==> config.mk <==
export PLATFORM = sky130hd
export DESIGN_NAME = drp_queue
export DESIGN_NICKNAME = d
export VERILOG_FILES = /design/src/design/drp_pkg.sv /design/src/design/drp_queue.sv
export SDC_FILE = /design/constraint.sdc
export NUM_CORES = 1
export LEC_CHECK = 0
export ABC_AREA = 1
export BUFFER_PORTS_ARGS = -buffer_cell sky130_fd_sc_hd__buf_4
export CORE_MARGIN = 8
export CORE_UTILIZATION = 45
export DETAILED_ROUTE_END_ITERATION = 10
export PLACE_DENSITY = 0.84
export SLEW_MARGIN = 20
export SYNTH_ARGS = -nofsm -noshare
export SYNTH_HDL_FRONTEND = slang
export SYNTH_SLANG_ARGS = --single-unit
==> constraint.sdc <==
create_clock -name aclk -period 1.7 [get_ports aclk]
set_input_delay 0.34 -clock aclk [delete_from_list [all_inputs] [get_ports aclk]]
set_output_delay 0.34 -clock aclk [all_outputs]
set_load 0.01 [all_outputs]
==> src/design/drp_pkg.sv <==
package drp_pkg;

    localparam int PACKET_BYTES_DEF = 2048;

    // Configuration register indexes.
    localparam logic [2:0] CFG_MATCH_KEY        = 3'd0;
    localparam logic [2:0] CFG_MATCH_KEY_LEN    = 3'd1;
    localparam logic [2:0] CFG_MATCH_VALUE_HIGH = 3'd2;
    localparam logic [2:0] CFG_MATCH_VALUE_LOW  = 3'd3;
    localparam logic [2:0] CFG_MATCH_VALUE_LEN  = 3'd4;

    // Resource record types that get decoded.
    localparam logic [15:0] RR_TYPE_A    = 16'd1;
    localparam logic [15:0] RR_TYPE_PTR  = 16'd12;
    localparam logic [15:0] RR_TYPE_TXT  = 16'd16;
    localparam logic [15:0] RR_TYPE_AAAA = 16'd28;
    localparam logic [15:0] RR_TYPE_SRV  = 16'd33;
    localparam logic [15:0] RR_TYPE_NSEC = 16'd47;

    localparam logic [15:0] FLAG_RESPONSE_MASK  = 16'h8400;
    localparam logic [15:0] FLAG_TRUNCATED_MASK = 16'h0200;
    localparam logic [1:0]  LABEL_PLAIN         = 2'b00;
    localparam logic [1:0]  LABEL_POINTER       = 2'b11;
    localparam logic [7:0]  TXT_SEPARATOR       = 8'h3d;
    localparam logic [4:0]  MAX_VALUE_LEN       = 5'd16;
    localparam logic [3:0]  MAX_KEY_LEN         = 4'd8;
    localparam logic [4:0]  AAAA_BYTES          = 5'd16;

    typedef struct packed {
        logic [63:0] match_key;
        logic [3:0]  match_key_len;
        logic [63:0] match_value_high;
        logic [63:0] match_value_low;
        logic [4:0]  match_value_len;
    } cfg_t;

    // Release of a packet bank by the parser.
    typedef struct packed {
        logic valid;
        logic bank;
    } done_t;

endpackage

==> src/design/drp_queue.sv <==
module drp_queue
    import drp_pkg::*;
#(
    parameter int PACKET_BYTES = PACKET_BYTES_DEF,
    localparam int JOB_W = $clog2(PACKET_BYTES + 1) + 2
) (
    input  logic             aclk,
    input  logic             aresetn,
    input  logic             push,
    input  logic [JOB_W-1:0] din,
    output logic             full,
    input  logic             pop,
    output logic [JOB_W-1:0] dout,
    output logic             empty
);

    logic [JOB_W-1:0] slot_reg [2];
    logic             wr_ptr_reg, rd_ptr_reg;
    logic [1:0]       fill_reg;

    assign full  = fill_reg == 2'd2;
    assign empty = fill_reg == 2'd0;
    assign dout  = slot_reg[rd_ptr_reg];

    always_ff @(posedge aclk) begin
        if (!aresetn) begin
            wr_ptr_reg <= 1'b0;
            rd_ptr_reg <= 1'b0;
            fill_reg   <= '0;
        end else begin
            if (push && !full) begin
                wr_ptr_reg <= !wr_ptr_reg;
            end
            if (pop && !empty) begin
                rd_ptr_reg <= !rd_ptr_reg;
            end
            fill_reg <= fill_reg + 2'((push && !full) ? 1 : 0) - 2'((pop && !empty) ? 1 : 0);
        end
    end

    always_ff @(posedge aclk) begin
        if (push && !full) begin
            slot_reg[wr_ptr_reg] <= din;
        end
    end

endmodule

==> flow_metrics.py, run 1 <==
metrics = {
    "run_status": {
        "status": "complete, no violations",
    },
    "global_route": {
        "grt_max_degree": 11,
        "grt_overflow": 0,
        "grt_pass1_wl_um": 3781,
        "antenna_found_initial": 0,
        "grt_pass1_vias": 849,
        "track_usage": 0.1092,
    },
    "logic_synthesis": {
        "synth_top_area_frac": 0.6687,
        "ys_warn_count": 0,
        "ys_async_sr_fraction": 0,
        "yosys.area.top_type": "edfxtp_1",
        "synth_nets": 101,
        "synth_area_mm2": 0.001257,
        "yosys-top-cells-count": "edfxtp_1, mux2_2, inv_1, nand2_1, nor2_1",
        "ys_types": 10,
        "yosysSeqAreaShare": 0.7483,
        "syn_inst": 81,
        "synth_ff_type": "edfxtp_1",
        "synth.most_common_cell": "edfxtp_1",
        "syn_area_per_cell_um2": 15.52,
        "yosys-top-cells-area": "edfxtp_1, mux2_2, dfxtp_1, inv_1, nand2_1",
        "synth_edf_count": 28,
        "ys_ff_latch": 33,
    },
    "power": {
        "switching_share": 0.2920,
        "totalPowerFinal_w": 0.002266,
        "switching_power_w": 0.0006618,
        "cellPowerDensity_mw_per_mm2": 1376,
        "clkPwrFrac": 0.170,
        "peakVddDrop_uv": 863.1,
        "combPwrFrac": 0.349,
        "intPower_w": 0.001605,
        "power_frac_seq": 0.481,
        "leakage_nw": 0.6855,
    },
    "cts": {
        "clock_path_buffers": 2,
        "cts_buffers": 5,
        "cts_setup_buffers": 0,
        "cts_hold_buf": 0,
        "cts_max_level": 2,
        "cts_tree": "built",
        "clk-insertion-delay-late_ps": 310,
        "clock-root-buffer": "clkbuf_4",
        "cts.sinks": 33,
        "clk_pin_slew_ps": 90,
    },
    "critical_path": {
        "critical_path_class": "reg -> out",
        "required_ps": 1360,
        "worst_ep_arrival_time_ps": 1310,
        "start_kind": "flop",
        "critPathCaptureType": "primary output",
        "cp_max_fo": 5,
    },
    "sta": {
        "fin_worst_skew_ps": 4.115,
        "finalHoldViolations": 0,
        "fin_crit_ps": 1646,
        "setup_viol": 0,
        "fmax_mhz": 607.5,
        "fin_hold_ws_ps": 203.8,
        "finalCritPeriodShare": 0.9683,
        "max_slew.worst_pin.slew_ps": 252.0,
        "max_slew_margin": 0.8318,
        "drv_slew": 0,
        "tns_ps": 0,
    },
    "finish": {
        "area_growth_pct": 30.95,
        "regArea_um2": 942.2,
        "multi_input_area_um2": 274.0,
        "finalNetCount": 146,
        "drive_above_1_share": 0.4724,
        "final_util": 0.6076,
        "largest_reg_flops": 28,
        "antennaDiodeCount": 0,
        "num-fill-cells": 219,
        "final_cell_area_mm2": 0.001647,
    },
    "detailed_routing": {
        "drt_wl_total_um": 2398,
        "drt_drc_violations_left": 0,
        "first_pass_iters": 4,
        "vias_per_cell": 4.854,
        "vias": 767,
        "wire_per_inst_um": 15.18,
        "drt_iter0_drc": 26,
        "ant_nets": 0,
    },
    "run": {
        "cap_violations": 0,
    },
    "floorplanning": {
        "fp.dieH_um": 68.86,
        "rows": 19,
        "dieArea_mm2": 0.004742,
        "fp.dieW_um": 68.86,
        "start_util": 0.4640,
        "core_area_mm2": 0.002710,
        "ioPinCount": 34,
    },
    "placed_design": {
        "place_congestion": 0.6976,
        "dpl_cell_area_mm2": 0.001583,
        "portBuffers": 33,
        "place_hpwl_um": 1812,
    },
    "hold_path": {
        "hold_path.class": "in -> reg",
    },
}
[layout make-up]
cell class | count | share of cell area
clock buffers | 7 | 0.02736
clock inverters | 1 | 0.002280
inverters | 9 | 0.02052
multi-input cells | 38 | 0.1664
flip-flops and latches | 33 | 0.5722
well taps | 31 | 0.02356
repair buffers | 39 | 0.1877
[power groups by stage]
stage               Sequential, W  Combinational (W)  Clock [W]
floorplan                 0.00109           0.000424          0
global placement          0.00109           0.000747          0
detailed placement        0.00110           0.000786          0
CTS                       0.00108           0.000790   0.000403
global route              0.00110           0.000879   0.000429
finish                    0.00109           0.000791   0.000385
[final timing paths]
path                            from                         to  cells after the start  slack, ps
max                             flop                    dout[1]                      3         50
min                          din[11]  slot_reg[1][11]$_DFFE_PP_                      1        200
max reg2reg   fill_reg[0]$_SDFF_PN0_     fill_reg[1]$_SDFF_PN0_                     10        150
min reg2reg  rd_ptr_reg$_SDFFE_PN0P_    rd_ptr_reg$_SDFFE_PN0P_                      2        520
[layout by cell type (no fill, tap or decap), types with 2 or more instances in the layout]
cell type   n
buf_4      37
edfxtp_1   28
mux2_2     14
inv_1       9
nor2_1      8
nand2_1     8
clkbuf_4    5
dfxtp_1     4
nand3_1     3
a21oi_1     2
ha_1        2
clkbuf_1    2
[repair_timing]
item | in CTS | in global routing
endpoints found under the hold margin | 0 | 0
endpoints found under the setup margin | 0 | 10
gates resized for setup | 0 | 4
[per-layer routing]
| metal | wire length (um) | global-route usage | part of all wire | vias to the layer above |
|---|---|---|---|---|
| met5 | 0 | 0 | 0 | - |
| met4 | 27 | 0.05013 | 0.011 | 0 |
| met3 | 233 | 0.04847 | 0.097 | 4 |
| met2 | 1196 | 0.1841 | 0.50 | 29 |
| met1 | 940 | 0.1149 | 0.39 | 360 |
| li1 | - | - | - | 374 |
[cells by family (layout without fill, tap and decap cells)]
family / after synthesis / count (layout) / synth area share
fa+ha+maj: 2 / 2 / 0.01990
compound gates: 2 / 2 / 0.007961
flops: 33 / 33 / 0.7483
buf+inv: 10 / 56 / 0.03582
mux: 14 / 14 / 0.1254
simple gates: 20 / 20 / 0.06268
[critical path, cell delays in order, from the launching register on]
cell     delay [ps]
dfxtp_2         360
buf_4           150
mux2_2          340
buf_4           140
[metrics by stage]
step,cells,setup WS [ps]
after floorplan,81,145.7
after global placement,149,276.4
after detailed placement,149,111.6
after CTS,157,11.76
after global routing,158,-3.699
final,158,53.96
Note: power is estimated with default switching activity, not from simulation.
==> run 2: changes to the inputs <==
--- a/config.mk
+++ b/config.mk
@@ -5,7 +5,6 @@
 export SDC_FILE = /design/constraint.sdc
 export NUM_CORES = 1
 export LEC_CHECK = 0
-export ABC_AREA = 1
 export BUFFER_PORTS_ARGS = -buffer_cell sky130_fd_sc_hd__buf_4
 export CORE_MARGIN = 8
 export CORE_UTILIZATION = 45
==> flow_metrics.py, run 2 <==
metrics = {
    "run_status": {
        "status": "complete, no violations",
    },
    "finish": {
        "num-fill-cells": 218,
        "layout_commonest_cell": "buf_4",
        "final_cell_mix": "buf_4, edfxtp_1, mux2_2, nor2_1, clkbuf_4",
        "area_growth_pct": 30.38,
        "finalNetCount": 134,
        "antennaDiodeCount": 0,
        "multi_input_area_um2": 287.8,
        "largest_reg_flops": 28,
        "final_cell_area_mm2": 0.001622,
        "regArea_um2": 943.4,
        "finalNonFillerCells": 146,
        "drive_above_1_share": 0.5391,
    },
    "placed_design": {
        "place_congestion": 0.7102,
        "place_hpwl_um": 1712,
        "dpl_cell_area_mm2": 0.001556,
        "portBuffers": 33,
        "place_inst": 138,
    },
    "logic_synthesis": {
        "syn_area_per_cell_um2": 17.77,
        "synth_area_mm2": 0.001244,
        "yosys-top-cells-area": "edfxtp_1, mux2_2, dfxtp_1, ha_1, nor2_1",
        "ys_warn_count": 0,
        "synth_top_area_frac": 0.6761,
        "yosys-top-cells-count": "edfxtp_1, mux2_2, dfxtp_1, nor2_1, inv_1",
        "ys_ff_latch": 33,
        "yosysSeqAreaShare": 0.7565,
        "ys_types": 16,
        "synth_edf_count": 28,
        "yosys.area.top_type": "edfxtp_1",
        "synth_ff_type": "edfxtp_1",
        "synth_nets": 90,
        "synth.most_common_cell": "edfxtp_1",
        "syn_inst": 70,
        "ys_async_sr_fraction": 0,
    },
    "floorplanning": {
        "fp.dieH_um": 68.57,
        "rows": 19,
        "dieArea_mm2": 0.004702,
        "core_area_mm2": 0.002686,
        "fp.dieW_um": 68.57,
        "ioPinCount": 34,
        "start_util": 0.4630,
    },
    "cts": {
        "clock_path_buffers": 2,
        "clock-root-buffer": "clkbuf_4",
        "clk-insertion-delay-late_ps": 320,
        "cts_tree": "built",
        "cts.sinks": 33,
        "clk_pin_slew_ps": 100,
        "cts_max_level": 2,
        "cts_buffers": 5,
    },
    "critical_path": {
        "crit_chain": "buf_6 > mux2_2 > buf_4",
        "r2r_start": "fill_reg[1]$_SDFF_PN0_",
        "critPathCaptureType": "primary output",
        "timing.rr.end": "fill_reg[1]$_SDFF_PN0_",
        "required_ps": 1360,
        "critical-path-max-stage-delay_ps": 340,
        "worst_ep_arrival_time_ps": 1290,
        "r2r_cells": 7,
        "r2r_setup_slack_ps": 110,
        "cp_max_fo": 9,
        "critical_path_class": "reg -> out",
        "start_kind": "flop",
        "critPathSlowestCell": "dfxtp_2",
    },
    "detailed_routing": {
        "drt_wl_total_um": 2226,
        "ant_nets": 0,
        "first_pass_iters": 4,
        "vias_per_cell": 4.760,
        "wire_per_inst_um": 15.25,
        "drt_drc_violations_left": 0,
        "drt_iter0_drc": 11,
        "vias": 695,
    },
    "sta": {
        "max_slew_margin": 0.8204,
        "drv_slew": 0,
        "fmax_mhz": 612.1,
        "fin_hold_ws_ps": 196.1,
        "setup_viol": 0,
        "max_slew.worst_pin.slew_ps": 269.5,
        "finalHoldViolations": 0,
        "rsz0062_at_grt": "yes",
        "fin_worst_skew_ps": 7.907,
        "fin_crit_ps": 1634,
        "finalCritPeriodShare": 0.9610,
    },
    "hold_path": {
        "holdPathStages": 1,
        "hold_path.class": "in -> reg",
        "worstHoldStart": "din[9]",
        "min_to": "slot_reg[1][9]$_DFFE_PP_",
    },
    "power": {
        "intPower_w": 0.001664,
        "clkPwrFrac": 0.171,
        "leakage_nw": 0.6615,
        "combPwrFrac": 0.349,
        "peakVddDrop_uv": 817.2,
        "power_frac_seq": 0.479,
        "switching_power_w": 0.0006706,
        "totalPowerFinal_w": 0.002334,
        "cellPowerDensity_mw_per_mm2": 1440,
        "switching_share": 0.2873,
    },
    "global_route": {
        "track_usage": 0.1032,
        "antenna_found_initial": 0,
        "grt_pass1_vias": 755,
        "grt_overflow": 0,
        "grt_pass1_wl_um": 3429,
        "grt_max_degree": 11,
    },
    "run": {
        "cap_violations": 0,
    },
}
-- run 2: changes by cell type in the layout (fill, tap and decap cells not counted), sizes merged, moves of 2 or more --
cell    change
nand2       -7
inv         -6
nand3       -3
nor2        -3
a21oi       -2
and2        +2
nand2b      +2
-- run 2: metrics by stage --
stage / worst slack [ps] / utilization / TNS (ps)
floorplan: 114.8 / - / 0
global placement: 168.3 / 0.5794 / 0
detailed placement: 42.50 / 0.5794 / 0
CTS: 8.114 / 0.5999 / 0
global route: -10.40 / 0.6036 / -37.30
finish: 66.22 / 0.6036 / 0
-- run 2: layout make-up --
| type | count | share of cell area |
|---|---|---|
| inverters | 3 | 0.006944 |
| clock inverters | 2 | 0.006173 |
| clock buffers | 6 | 0.02546 |
| multi-input cells | 33 | 0.1775 |
| repair buffers | 38 | 0.1782 |
| well taps | 31 | 0.02392 |
| flip-flops and latches | 33 | 0.5818 |
-- run 2: cells by family after synthesis --
| family | share of synthesized area |
|---|---|
| and+or+nand+nor | 0.05030 |
| DFF | 0.7565 |
| AOI/OAI and AO/OA | 0.006038 |
| buffers and inverters | 0.01811 |
| xor gates and xnor gates | 0.01409 |
| adders and majority gates | 0.02012 |
| muxes | 0.1348 |
-- run 2: power groups by stage --
stage,combinational (W),sequential (W),clock (W)
after floorplan,0.000447,0.00112,0
after global placement,0.000796,0.00112,0
after detailed placement,0.000815,0.00113,0
after CTS,0.000824,0.00111,0.000420
after global routing,0.000894,0.00113,0.000448
final,0.000815,0.00112,0.000400
-- run 2: routing by layer --
metal	up-vias	GRT usage	routed length (um)
met3	3	0.05816	222
li1	343	-	-
met2	26	0.1719	1076
met4	0	0.03069	17
met5	-	0	0
met1	323	0.1093	909
-- run 2: worst max-delay path by stage --
stage                           startpoint                       end  slack [ps]  cells past startpoint
detailed placement  fill_reg[0]$_SDFF_PN0_    fill_reg[1]$_SDFF_PN0_          40                      8
global placement    fill_reg[0]$_SDFF_PN0_    fill_reg[1]$_SDFF_PN0_         170                      8
finish                                flop                  dout[10]          70                      3
floorplan           fill_reg[0]$_SDFF_PN0_  slot_reg[0][0]$_DFFE_PP_         110                      3
CTS                                   flop                  dout[10]           8                      3
global route                          flop                  dout[10]         -10                      3
-- run 2: timing repair --
action	4_1_cts	5_1_grt
setup endpoints to repair	6	15
pin swaps	0	0
setup buffers	0	0
gates resized for setup	1	3
hold buffers	0	0
-- run 2: critical path: cells and delay by family, from the launching register on --
kind	cells	cell delay [ps]
buffers and inverters	2	290
DFF	1	340
muxes	1	340
