<file path="src/design/drp_pkg.sv">
package drp_pkg;

    localparam int PACKET_BYTES_DEF = 2048;

    // Configuration register indexes.
    localparam logic [2:0] CFG_MATCH_KEY        = 3'd0;
    localparam logic [2:0] CFG_MATCH_KEY_LEN    = 3'd1;
    localparam logic [2:0] CFG_MATCH_VALUE_HIGH = 3'd2;
    localparam logic [2:0] CFG_MATCH_VALUE_LOW  = 3'd3;
    localparam logic [2:0] CFG_MATCH_VALUE_LEN  = 3'd4;

    // Resource record types that get decoded.
    localparam logic [15:0] RR_TYPE_A    = 16'd1;
    localparam logic [15:0] RR_TYPE_PTR  = 16'd12;
    localparam logic [15:0] RR_TYPE_TXT  = 16'd16;
    localparam logic [15:0] RR_TYPE_AAAA = 16'd28;
    localparam logic [15:0] RR_TYPE_SRV  = 16'd33;
    localparam logic [15:0] RR_TYPE_NSEC = 16'd47;

    localparam logic [15:0] FLAG_RESPONSE_MASK  = 16'h8400;
    localparam logic [15:0] FLAG_TRUNCATED_MASK = 16'h0200;
    localparam logic [1:0]  LABEL_PLAIN         = 2'b00;
    localparam logic [1:0]  LABEL_POINTER       = 2'b11;
    localparam logic [7:0]  TXT_SEPARATOR       = 8'h3d;
    localparam logic [4:0]  MAX_VALUE_LEN       = 5'd16;
    localparam logic [3:0]  MAX_KEY_LEN         = 4'd8;
    localparam logic [4:0]  AAAA_BYTES          = 5'd16;

    typedef struct packed {
        logic [63:0] match_key;
        logic [3:0]  match_key_len;
        logic [63:0] match_value_high;
        logic [63:0] match_value_low;
        logic [4:0]  match_value_len;
    } cfg_t;

    // Release of a packet bank by the parser.
    typedef struct packed {
        logic valid;
        logic bank;
    } done_t;

endpackage

</file>
<file path="src/design/drp_back.sv">
module drp_back
    import drp_pkg::*;
#(
    parameter int PACKET_BYTES = PACKET_BYTES_DEF,
    localparam int CNT_W  = $clog2(PACKET_BYTES + 1),
    localparam int POS_W  = $clog2(PACKET_BYTES + 2),
    localparam int MEM_AW = $clog2(2 * PACKET_BYTES),
    localparam int JOB_W  = CNT_W + 2,
    localparam int WIDE   = ((POS_W > 16) ? POS_W : 16) + 1
) (
    input  logic              aclk,
    input  logic              aresetn,
    input  cfg_t              cfg,
    input  logic [JOB_W-1:0]  q_dout,
    input  logic              q_empty,
    output logic              q_pop,
    output done_t             done,
    output logic              rd_en,
    output logic [MEM_AW-1:0] rd_addr,
    input  logic [7:0]        rd_data,
    output logic              m_valid,
    input  logic              m_ready,
    output logic              m_parse_ok,
    output logic [15:0]       m_transaction_id,
    output logic              m_is_response,
    output logic              m_is_truncated,
    output logic [15:0]       m_service_port,
    output logic              m_attribute_match,
    output logic              m_too_long
);

    typedef enum logic [4:0] {
        S_IDLE, S_RD_ISSUE, S_RD_WAIT, S_HDR, S_REC_NEXT, S_NAME_START, S_NAME_LABEL,
        S_NAME_PTR, S_REC_HDR, S_REC_TYPE, S_REC_DLEN, S_NSEC_NAME, S_NSEC_HDR,
        S_SRV_PORT, S_SRV_END, S_TXT_LOOP, S_TXT_LEN, S_TXT_BYTE, S_TXT_ENTRY,
        S_TXT_END, S_REC_DONE, S_OUT
    } state_t;

    state_t           state_reg, ret_reg, name_ret_reg;
    logic [3:0]       rd_left_reg;
    logic [15:0]      acc_reg;
    logic             bank_reg;
    logic [CNT_W-1:0] cnt_reg;
    logic [POS_W-1:0] pos_reg, limit_reg, resume_reg;
    logic             resume_valid_reg;
    logic [2:0]       hdr_idx_reg;
    logic [15:0]      id_reg, rec_left_reg, type_reg, dlen_reg, port_reg;
    logic             resp_reg, trunc_reg, match_reg, ok_reg, long_reg;
    logic [WIDE-1:0]  txt_end_reg;
    logic             key_seen_reg, value_ok_reg;
    logic [7:0]       ent_len_reg, idx_reg, klen_reg, vidx_reg;
    logic             eq_seen_reg, key_ok_reg, val_ok_reg;

    logic             m_valid_reg, res_ok_reg, res_resp_reg, res_trunc_reg;
    logic             res_match_reg, res_long_reg;
    logic [15:0]      res_id_reg, res_port_reg;

    logic [WIDE-1:0]  pos_w, cnt_w;
    logic [13:0]      target;
    logic [7:0]       klen_eff;
    logic             key_hit, val_hit, out_free;

    function automatic logic [7:0] key_sel(input logic [63:0] w, input logic [2:0] i);
        key_sel = w[8*(7-i) +: 8];
    endfunction

    function automatic logic [7:0] val_sel(input cfg_t c, input logic [3:0] j);
        logic [63:0] w;
        w = j[3] ? c.match_value_low : c.match_value_high;
        val_sel = w[8*(7-j[2:0]) +: 8];
    endfunction

    assign pos_w    = WIDE'(pos_reg);
    assign cnt_w    = WIDE'(cnt_reg);
    assign target   = {acc_reg[13:8], acc_reg[7:0]};
    assign out_free = !m_valid_reg || m_ready;

    assign klen_eff = eq_seen_reg ? klen_reg : ent_len_reg;
    assign key_hit  = (cfg.match_key_len != 4'd0) && (cfg.match_key_len <= MAX_KEY_LEN)
                      && (klen_eff == 8'(cfg.match_key_len)) && key_ok_reg;
    assign val_hit  = eq_seen_reg
                      ? ((cfg.match_value_len <= MAX_VALUE_LEN)
                         && (vidx_reg == 8'(cfg.match_value_len)) && val_ok_reg)
                      : (cfg.match_value_len == 5'd0);

    assign q_pop      = (state_reg == S_IDLE) && !q_empty;
    assign done.valid = (state_reg == S_OUT) && out_free;
    assign done.bank  = bank_reg;
    assign rd_en      = (state_reg == S_RD_ISSUE) && (pos_w < cnt_w);
    assign rd_addr    = bank_reg ? MEM_AW'(PACKET_BYTES) + MEM_AW'(pos_reg)
                                 : MEM_AW'(pos_reg);

    always_ff @(posedge aclk) begin
        if (!aresetn) begin
            state_reg   <= S_IDLE;
            m_valid_reg <= 1'b0;
        end else begin
            // In S_OUT the result register is reloaded below whenever it is free.
            if (m_valid_reg && m_ready && state_reg != S_OUT) begin
                m_valid_reg <= 1'b0;
            end
            unique case (state_reg)
                S_IDLE: begin
                    if (!q_empty) begin
                        cnt_reg      <= q_dout[CNT_W-1:0];
                        bank_reg     <= q_dout[JOB_W-1];
                        pos_reg      <= '0;
                        port_reg     <= '0;
                        match_reg    <= 1'b0;
                        long_reg     <= q_dout[CNT_W];
                        ok_reg       <= 1'b0;
                        hdr_idx_reg  <= '0;
                        if (q_dout[CNT_W]) begin
                            state_reg <= S_OUT;
                        end else begin
                            rd_left_reg <= 4'd2;
                            ret_reg     <= S_HDR;
                            state_reg   <= S_RD_ISSUE;
                        end
                    end
                end
                // Every byte that the parser reads is fetched through this pair of states.
                S_RD_ISSUE: begin
                    if (pos_w >= cnt_w) begin
                        ok_reg    <= 1'b0;
                        state_reg <= S_OUT;
                    end else begin
                        pos_reg   <= pos_reg + POS_W'(1);
                        state_reg <= S_RD_WAIT;
                    end
                end
                S_RD_WAIT: begin
                    acc_reg <= {acc_reg[7:0], rd_data};
                    if (rd_left_reg == 4'd1) begin
                        state_reg <= ret_reg;
                    end else begin
                        rd_left_reg <= rd_left_reg - 4'd1;
                        state_reg   <= S_RD_ISSUE;
                    end
                end
                S_HDR: begin
                    case (hdr_idx_reg)
                        3'd0: id_reg <= acc_reg;
                        3'd1: begin
                            resp_reg  <= |(acc_reg & FLAG_RESPONSE_MASK);
                            trunc_reg <= |(acc_reg & FLAG_TRUNCATED_MASK);
                        end
                        3'd3: rec_left_reg <= acc_reg;
                        3'd4, 3'd5: rec_left_reg <= rec_left_reg + acc_reg;
                        default: ;
                    endcase
                    if (hdr_idx_reg == 3'd5) begin
                        state_reg <= S_REC_NEXT;
                    end else begin
                        hdr_idx_reg <= hdr_idx_reg + 3'd1;
                        rd_left_reg <= 4'd2;
                        ret_reg     <= S_HDR;
                        state_reg   <= S_RD_ISSUE;
                    end
                end
                S_REC_NEXT: begin
                    if (rec_left_reg == 16'd0) begin
                        ok_reg    <= 1'b1;
                        state_reg <= S_OUT;
                    end else begin
                        name_ret_reg <= S_REC_HDR;
                        state_reg    <= S_NAME_START;
                    end
                end
                S_NAME_START: begin
                    limit_reg        <= pos_reg;
                    resume_valid_reg <= 1'b0;
                    rd_left_reg      <= 4'd1;
                    ret_reg          <= S_NAME_LABEL;
                    state_reg        <= S_RD_ISSUE;
                end
                S_NAME_LABEL: begin
                    if (acc_reg[7:0] == 8'd0) begin
                        if (resume_valid_reg) begin
                            pos_reg <= resume_reg;
                        end
                        state_reg <= name_ret_reg;
                    end else if (acc_reg[7:6] == LABEL_PLAIN) begin
                        if (pos_w + WIDE'(acc_reg[7:0]) > cnt_w) begin
                            ok_reg    <= 1'b0;
                            state_reg <= S_OUT;
                        end else begin
                            pos_reg     <= pos_reg + POS_W'(acc_reg[7:0]);
                            rd_left_reg <= 4'd1;
                            ret_reg     <= S_NAME_LABEL;
                            state_reg   <= S_RD_ISSUE;
                        end
                    end else if (acc_reg[7:6] == LABEL_POINTER) begin
                        rd_left_reg <= 4'd1;
                        ret_reg     <= S_NAME_PTR;
                        state_reg   <= S_RD_ISSUE;
                    end else begin
                        ok_reg    <= 1'b0;
                        state_reg <= S_OUT;
                    end
                end
                // A compression pointer must land strictly before the name start or the last target.
                S_NAME_PTR: begin
                    if (WIDE'(target) >= WIDE'(limit_reg)) begin
                        ok_reg    <= 1'b0;
                        state_reg <= S_OUT;
                    end else begin
                        limit_reg <= POS_W'(target);
                        if (!resume_valid_reg) begin
                            resume_valid_reg <= 1'b1;
                            resume_reg       <= pos_reg;
                        end
                        pos_reg     <= POS_W'(target);
                        rd_left_reg <= 4'd1;
                        ret_reg     <= S_NAME_LABEL;
                        state_reg   <= S_RD_ISSUE;
                    end
                end
                S_REC_HDR: begin
                    rd_left_reg <= 4'd2;
                    ret_reg     <= S_REC_TYPE;
                    state_reg   <= S_RD_ISSUE;
                end
                S_REC_TYPE: begin
                    // Class and TTL are read and dropped together with the data length.
                    type_reg    <= acc_reg;
                    rd_left_reg <= 4'd8;
                    ret_reg     <= S_REC_DLEN;
                    state_reg   <= S_RD_ISSUE;
                end
                S_REC_DLEN: begin
                    dlen_reg <= acc_reg;
                    case (type_reg)
                        RR_TYPE_A: begin
                            rd_left_reg <= 4'd4;
                            ret_reg     <= S_REC_DONE;
                            state_reg   <= S_RD_ISSUE;
                        end
                        RR_TYPE_AAAA: begin
                            if (pos_w + WIDE'(AAAA_BYTES) > cnt_w) begin
                                ok_reg    <= 1'b0;
                                state_reg <= S_OUT;
                            end else begin
                                pos_reg   <= pos_reg + POS_W'(AAAA_BYTES);
                                state_reg <= S_REC_DONE;
                            end
                        end
                        RR_TYPE_NSEC: begin
                            name_ret_reg <= S_NSEC_NAME;
                            state_reg    <= S_NAME_START;
                        end
                        RR_TYPE_PTR: begin
                            name_ret_reg <= S_REC_DONE;
                            state_reg    <= S_NAME_START;
                        end
                        RR_TYPE_SRV: begin
                            rd_left_reg <= 4'd6;
                            ret_reg     <= S_SRV_PORT;
                            state_reg   <= S_RD_ISSUE;
                        end
                        RR_TYPE_TXT: begin
                            txt_end_reg  <= pos_w + WIDE'(acc_reg);
                            key_seen_reg <= 1'b0;
                            value_ok_reg <= 1'b0;
                            state_reg    <= S_TXT_LOOP;
                        end
                        default: begin
                            // A skip past the end parks the position beyond the data.
                            if (pos_w + WIDE'(acc_reg) > cnt_w) begin
                                pos_reg <= POS_W'(cnt_reg) + POS_W'(1);
                            end else begin
                                pos_reg <= pos_reg + POS_W'(acc_reg);
                            end
                            state_reg <= S_REC_DONE;
                        end
                    endcase
                end
                S_NSEC_NAME: begin
                    rd_left_reg <= 4'd2;
                    ret_reg     <= S_NSEC_HDR;
                    state_reg   <= S_RD_ISSUE;
                end
                S_NSEC_HDR: begin
                    if (acc_reg[15:8] != 8'd0 || pos_w + WIDE'(acc_reg[7:0]) > cnt_w) begin
                        ok_reg    <= 1'b0;
                        state_reg <= S_OUT;
                    end else begin
                        pos_reg   <= pos_reg + POS_W'(acc_reg[7:0]);
                        state_reg <= S_REC_DONE;
                    end
                end
                S_SRV_PORT: begin
                    dlen_reg     <= acc_reg;
                    name_ret_reg <= S_SRV_END;
                    state_reg    <= S_NAME_START;
                end
                S_SRV_END: begin
                    if (dlen_reg != 16'd0) begin
                        port_reg <= dlen_reg;
                    end
                    state_reg <= S_REC_DONE;
                end
                S_TXT_LOOP: begin
                    if (pos_w < txt_end_reg) begin
                        rd_left_reg <= 4'd1;
                        ret_reg     <= S_TXT_LEN;
                        state_reg   <= S_RD_ISSUE;
                    end else begin
                        state_reg <= S_TXT_END;
                    end
                end
                S_TXT_LEN: begin
                    if (pos_w + WIDE'(acc_reg[7:0]) > cnt_w) begin
                        ok_reg    <= 1'b0;
                        state_reg <= S_OUT;
                    end else if (acc_reg[7:0] == 8'd0) begin
                        state_reg <= S_TXT_END;
                    end else begin
                        ent_len_reg <= acc_reg[7:0];
                        idx_reg     <= '0;
                        klen_reg    <= '0;
                        vidx_reg    <= '0;
                        eq_seen_reg <= 1'b0;
                        key_ok_reg  <= 1'b1;
                        val_ok_reg  <= 1'b1;
                        rd_left_reg <= 4'd1;
                        ret_reg     <= S_TXT_BYTE;
                        state_reg   <= S_RD_ISSUE;
                    end
                end
                S_TXT_BYTE: begin
                    if (!eq_seen_reg) begin
                        if (acc_reg[7:0] == TXT_SEPARATOR) begin
                            eq_seen_reg <= 1'b1;
                            klen_reg    <= idx_reg;
                        end else if (idx_reg >= 8'd8
                                     || acc_reg[7:0] != key_sel(cfg.match_key, idx_reg[2:0])) begin
                            key_ok_reg <= 1'b0;
                        end
                    end else begin
                        if (vidx_reg >= 8'(MAX_VALUE_LEN)
                            || acc_reg[7:0] != val_sel(cfg, vidx_reg[3:0])) begin
                            val_ok_reg <= 1'b0;
                        end
                        vidx_reg <= vidx_reg + 8'd1;
                    end
                    if (9'(idx_reg) + 9'd1 == 9'(ent_len_reg)) begin
                        state_reg <= S_TXT_ENTRY;
                    end else begin
                        idx_reg     <= idx_reg + 8'd1;
                        rd_left_reg <= 4'd1;
                        ret_reg     <= S_TXT_BYTE;
                        state_reg   <= S_RD_ISSUE;
                    end
                end
                S_TXT_ENTRY: begin
                    if (key_hit) begin
                        key_seen_reg <= 1'b1;
                        value_ok_reg <= val_hit;
                    end
                    state_reg <= S_TXT_LOOP;
                end
                S_TXT_END: begin
                    if (key_seen_reg && value_ok_reg) begin
                        match_reg <= 1'b1;
                    end
                    state_reg <= S_REC_DONE;
                end
                S_REC_DONE: begin
                    rec_left_reg <= rec_left_reg - 16'd1;
                    state_reg    <= S_REC_NEXT;
                end
                S_OUT: begin
                    if (out_free) begin
                        m_valid_reg   <= 1'b1;
                        res_ok_reg    <= ok_reg;
                        res_id_reg    <= ok_reg ? id_reg : 16'd0;
                        res_resp_reg  <= ok_reg && resp_reg;
                        res_trunc_reg <= ok_reg && trunc_reg;
                        res_port_reg  <= ok_reg ? port_reg : 16'd0;
                        res_match_reg <= ok_reg && match_reg;
                        res_long_reg  <= long_reg;
                        state_reg     <= S_IDLE;
                    end
                end
                default: state_reg <= S_IDLE;
            endcase
        end
    end

    assign m_valid           = m_valid_reg;
    assign m_parse_ok        = res_ok_reg;
    assign m_transaction_id  = res_id_reg;
    assign m_is_response     = res_resp_reg;
    assign m_is_truncated    = res_trunc_reg;
    assign m_service_port    = res_port_reg;
    assign m_attribute_match = res_match_reg;
    assign m_too_long        = res_long_reg;

endmodule

</file>
<file path="config.mk">
export PLATFORM = sky130hd
export DESIGN_NAME = drp_back
export DESIGN_NICKNAME = d
export VERILOG_FILES = /design/src/design/drp_pkg.sv /design/src/design/drp_back.sv
export SDC_FILE = /design/constraint.sdc
export NUM_CORES = 1
export LEC_CHECK = 0
export BUFFER_PORTS_ARGS = -buffer_cell sky130_fd_sc_hd__buf_2
export CORE_MARGIN = 4
export CORE_UTILIZATION = 45
export DETAILED_ROUTE_END_ITERATION = 10
export GPL_TIMING_DRIVEN = 0
export PLACE_DENSITY_LB_ADDON = 0.05
export SLEW_MARGIN = 20
export SYNTH_ARGS = -nofsm -noshare
export SYNTH_HDL_FRONTEND = slang
export SYNTH_SLANG_ARGS = --single-unit
</file>
<file path="constraint.sdc">
create_clock -name aclk -period 7.5 [get_ports aclk]
set_input_delay 1.5 -clock aclk [delete_from_list [all_inputs] [get_ports aclk]]
set_output_delay 1.5 -clock aclk [all_outputs]
set_load 0.005 [all_outputs]
</file>
==> results of run 1 <==
Yosys cell counts (35+ instances only):
library cell,n
o21ai_0,77
nand3_1,38
xor2_1,44
nor3_1,47
xnor2_1,58
and2_1,71
a21oi_1,80
nor2_1,110
ha_1,101
mux2i_1,35
inv_1,61
edfxtp_1,259
nand2_1,124
clkbuf_1,48
mux4_2,36
power groups by stage:
stage	Combinational, mW	Sequential [mW]	Clock [mW]
finish	2.37	2.07	1.41
global route	2.64	2.09	1.50
CTS	2.36	2.07	1.44
detailed placement	2.34	2.10	0
global placement	2.30	2.10	0
floorplan	1.67	2.01	0
metal layers:
metal	GRT usage	wire length (um)	up-vias
met5	0	0	-
met4	0.0643	1420	0
met3	0.0345	3000	88
met2	0.424	25200	458
met1	0.334	22200	6494
li1	-	-	6506
through the flow:
| step | hold WS (ns) | cell area [um2] | setup WS (ns) |
|---|---|---|---|
| detailed placement | 0.407 | 19200 | 1.40 |
| finish | 0.420 | 20100 | 1.30 |
| global route | 0.423 | 20100 | 0.924 |
| CTS | 0.421 | 20100 | 1.33 |
| floorplan | 0.400 | 17000 | 2.63 |
| global placement | 0.403 | 19100 | 0.987 |
worst max-delay path by stage:
stage | cells after the start | to | from
detailed placement | 17 | pos_reg[3]$_DFFE_PP_ | acc_reg[1]$_DFFE_PP_
CTS | 17 | pos_reg[0]$_DFFE_PP_ | acc_reg[1]$_DFFE_PP_
floorplan | 16 | pos_reg[0]$_DFFE_PP_ | acc_reg[0]$_DFFE_PP_
finish | 17 | pos_reg[0]$_DFFE_PP_ | acc_reg[1]$_DFFE_PP_
global route | 17 | pos_reg[0]$_DFFE_PP_ | acc_reg[1]$_DFFE_PP_
global placement | 17 | pos_reg[2]$_DFFE_PP_ | acc_reg[3]$_DFFE_PP_
layout make-up:
| class | instances | area (um2) | share of cell area |
|---|---|---|---|
| clock inverters | 20 | 170 | 0.00846 |
| plain buffers | 79 | 365 | 0.0182 |
| clock buffers | 34 | 766 | 0.0381 |
| inverters | 62 | 233 | 0.0116 |
| well taps | 511 | 639 | 0.0318 |
| repair buffers | 284 | 1470 | 0.0731 |
| multi-input cells | 1156 | 8580 | 0.426 |
| flip-flops and latches | 265 | 7900 | 0.392 |
critical path, stage by stage, from the launching register on:
cell and delay (ns):
edfxtp_1 1.04, ha_1 0.41, a211oi_2 0.30, o21ai_2 0.15, a31oi_1 0.29, nor2b_1 0.11
o21ai_0 0.37, nor2_1 0.12, xor2_1 0.22, ha_1 0.28, and3_1 0.21, a221o_1 0.33
a31oi_1 0.20, o32ai_2 0.23, o21bai_1 0.22, o211ai_1 0.22, a2111oi_4 0.82, and2_1 0.34
logic make-up after synthesis:
group                    Yosys count  share of synthesized area
flip-flops                       265                      0.463
adder cells (fa/ha/maj)          103                     0.0765
multiplexers                      87                     0.0789
buffers and inverters            141                     0.0351
XOR/XNOR                         106                     0.0578
AND/OR/NAND/NOR                  529                      0.157
AO/OA/AOI/OAI                    331                      0.131
==> flow_summary.yaml, run 1 <==
worst_hold_path:
  holdCritStartpoint: "long_reg$_DFFE_PP_"
  hp-class: "flip-flop to flip-flop"
  whs_path_depth: 0
  min_to: "m_too_long$_DFFE_PP_"
floorplanning:
  rows: 71
  die_area_um2: 41100
  die_x_um: 203
  core_area_um2: 37500
  io-pin-count: 281
  die_h_um: 203
  start_util: 0.455
clock_network:
  cts_buffer_depth: 3
  cts_setup_buffers: 0
  h-tree-depth: 1
  cts_buffers: 30
  cts_tree: "yes"
  hold_buffers: 0
  clkLatencyLatePin_ns: 0.59
  clock-sinks: 265
  root_buffer: "clkbuf_16"
  cts_resized: 0
  clkTransAtPathRegs_ns: 0.06
yosys:
  synth_top_flop_cell: "edfxtp_1"
  synth_cell_type_count: 82
  syn_nets: 1892
  synthesis.area_um2: 17000
  yosysTopAreaCell: "edfxtp_1"
  yosysSeqAreaShare: 0.463
  synthArstFlopShare: 0
  synthCells: 1562
  synth_warnings: 0
  synthTopCellsByArea: "edfxtp_1 (46%), ha_1 (7.4%), mux4_2 (4.8%), xnor2_1 (3.0%), nand2_1 (2.7%)"
  synth_top_cell_area_share: 0.456
  synth_edf_count: 259
  synth_area_per_cell_um2: 10.9
  ys_ff_latch: 265
cells_and_area:
  post-route-util: 0.537
  fillers: 3429
  final_common_cell: "buf_2"
  finalNonFillerCells: 2411
  syn_to_final_growth_pct: 18.0
  final_nets: 2208
  drive_above_1_share: 0.226
  final_cell_mix: "buf_2 (290), edfxtp_1 (259), nand2_1 (124)"
  largest_reg_flops: 17
  antenna_cells: 0
setup_path:
  r2r_slack_ns: 1.30
  arrival_ns: 6.47
  r2r_start: "acc_reg[1]$_DFFE_PP_"
  critPathCaptureType: "flip-flop"
  rr_endpoint: "pos_reg[0]$_DFFE_PP_"
  startpoint_type: "flip-flop"
  crit_required_ns: 7.77
  worst-setup-path-type: "flip-flop to flip-flop"
  reg2reg_depth: 17
  path_max_fanout: 12
route:
  first_pass_iters: 5
  post_drt_wl_per_cell_um: 21.5
  vias_per_cell: 5.62
  postRouteAntennaNets: 0
  wirelength_um: 51800
  drtIter0Drc: 957
  remaining_drc_errors: 0
  num_vias: 13546
placement:
  dp_hpwl_um: 39800
  numPortBuffers: 280
  dp.cells: 2357
  place.gp.congestion: 0.943
sta:
  finalCritPeriodShare: 0.826
  rsz0062_at_grt: "no"
  hold_viol: 0
  slew_headroom: 0.257
  final_max_slew_viol_count: 0
  tightest_slew_ns: 1.11
  clock_skew_ns: 0.0207
  setup_viol: 0
  timing.setup.tns_ns: 0
  fmax_mhz: 161
  min_period_ns: 6.20
grt:
  grt_usage: 0.248
  grt_pass1_vias: 13803
  grt_pass1_wl_um: 79700
  grt_overflow: 0
  grt_max_degree: 25
  antenna_found_initial: 2
power:
  p_sw_frac: 0.378
  seqPwrFrac: 0.354
  leakagePower_nw: 7.92
  p_int_mw: 3.64
  power_density_nw_per_um2: 291
  total_power_mw: 5.85
  clockPowerShare: 0.241
  ir_drop_mv: 0.199
  power.switching_mw: 2.21
  comb_power_share: 0.405
outcome:
  status: "finished, final reports clean"
job:
  cap_violations: 0
Note: power is estimated with default switching activity, not from simulation.
==> inputs of run 2 (changes only) <==
Clock period 7.5 ns to 5.27 ns, I/O delays scaled along.
==> flow_summary.yaml, run 2 (synthesis results as in run 1) <==
outcome:
  status: "finished, final reports clean"
setup_path:
  crit_slowest_cell: "edfxtp_1"
  reg2reg_depth: 17
  critical_path.startpoint: "pos_reg[0]$_DFFE_PP_"
  path_max_fanout: 9
  path_cells: "ha_1 > fa_1 > a211oi_2 > o21ai_1 > a21oi_2 > nor2_1 > xor2_1 > ha_1 > and3_1 > a221o_1 > a31oi_1 > o32ai_2 > o21bai_1 > o211ai_1 > a2111oi_4 > buf_4 > and2_1"
  worst-setup-path-type: "flip-flop to flip-flop"
  startpoint_type: "flip-flop"
  critPathCaptureType: "flip-flop"
  r2r_slack_ns: 0.29
  crit_required_ns: 5.55
  max_stage_delay_ns: 0.52
  crit_top_cell: "ha_1"
  r2r_start: "pos_reg[0]$_DFFE_PP_"
  arrival_ns: 5.26
power:
  power_density_nw_per_um2: 414
  total_power_mw: 8.44
  ir_drop_mv: 0.289
  leakagePower_nw: 8.06
sta:
  slew_headroom: 0.316
  fmax_mhz: 201
  finalCritPeriodShare: 0.945
  tightest_slew_ns: 1.03
  clock_skew_ns: 0.0169
  hold_ws_ns: 0.419
  min_period_ns: 4.98
  hold_viol: 0
  final_max_slew_viol_count: 0
  setup_viol: 0
cells_and_area:
  final_cell_mix: "buf_2 (290), edfxtp_1 (259), nand2_1 (124)"
  fillers: 3424
  final_nets: 2236
  final_common_cell: "buf_2"
  design_area_um2: 20400
  drive_above_1_share: 0.241
  syn_to_final_growth_pct: 19.4
  largest_reg_flops: 17
route:
  drtIter0Drc: 970
  post_drt_wl_per_cell_um: 21.4
  wirelength_um: 52300
  vias_per_cell: 5.61
  num_vias: 13678
  first_pass_iters: 5
  remaining_drc_errors: 0
  postRouteAntennaNets: 0
grt:
  grt_overflow: 0
  grt_max_degree: 25
  antenna_found_initial: 2
  grt_usage: 0.250
  grt_pass1_wl_um: 80300
  grt_pass1_vias: 13819
clock_network:
  root_buffer: "clkbuf_16"
  clkTransAtPathRegs_ns: 0.06
  h-tree-depth: 1
  cts_buffers: 30
  clkLatencyLatePin_ns: 0.59
  clock-sinks: 265
  cts_buffer_depth: 3
  cts_tree: "yes"
placement:
  placed_area_um2: 19200
  dp_hpwl_um: 39800
  numPortBuffers: 280
  place.gp.congestion: 0.943
floorplanning:
  die_x_um: 203
  core_area_um2: 37500
  start_util: 0.455
  die_area_um2: 41100
  rows: 71
  die_h_um: 203
  io-pin-count: 281
worst_hold_path:
  hp-class: "flip-flop to flip-flop"
  whs_path_depth: 0
  holdCritStartpoint: "long_reg$_DFFE_PP_"
job:
  cap_violations: 0
## run 2: per-layer routing
metal	GRT usage	share of wire
met1	0.340	0.43
met2	0.424	0.48
met3	0.0379	0.064
met4	0.0621	0.026
met5	0	0
## run 2: cell type report
class | count | area (um2) | area share
inverters | 62 | 233 | 0.0114
well taps | 511 | 639 | 0.0314
diodes | 1 | 2.50 | 0.000123
repair buffers | 312 | 1680 | 0.0825
clock inverters | 20 | 170 | 0.00836
clock buffers | 34 | 766 | 0.0376
plain buffers | 79 | 365 | 0.0179
multi-input cells | 1156 | 8600 | 0.423
flip-flops and latches | 265 | 7900 | 0.388
## run 2: power breakdown
part / switching (mW) / internal (mW) / total [mW]
combinational: 2.09 / 1.45 / 3.55
clock: 0.863 / 1.14 / 2.00
sequential: 0.212 / 2.68 / 2.89
## run 2: worst max-delay path, delay by kind of cell (launching register included)
kind | cells | cell delay, ns
DFF | 1 | 0.52
and+or+nand+nor | 3 | 0.53
adders and majority gates | 3 | 1.05
buffers and inverters | 1 | 0.20
xor gates and xnor gates | 1 | 0.21
AOI/OAI and AO/OA | 9 | 2.18
## run 2: final timing paths
| path | endpoint |
|---|---|
| worst max-delay path | pos_reg[0]$_DFFE_PP_ |
| worst min register to register | m_too_long$_DFFE_PP_ |
| worst max register to register | pos_reg[0]$_DFFE_PP_ |
| worst min-delay path | m_too_long$_DFFE_PP_ |
## run 2: per-stage QoR
step / utilization / setup slack [ns] / instances / TNS (ns)
final: 0.543 / 0.290 / 2440 / 0
after global routing: 0.543 / -0.0201 / 2439 / -0.151
after CTS: 0.539 / -0.0678 / 2423 / -0.453
after detailed placement: 0.512 / -0.830 / 2357 / -21.75
after global placement: 0.509 / -1.24 / 2353 / -26.82
after floorplan: - / 0.404 / 1562 / 0
## run 2: what timing repair did
action                                  CTS  global route
setup buffers                            12            16
endpoints found under the setup margin   55            55
hold buffers                              0             0
endpoints found under the hold margin     0             0
cloned                                    0             0
gates resized for setup                   2             6
pin swaps                                 1             2
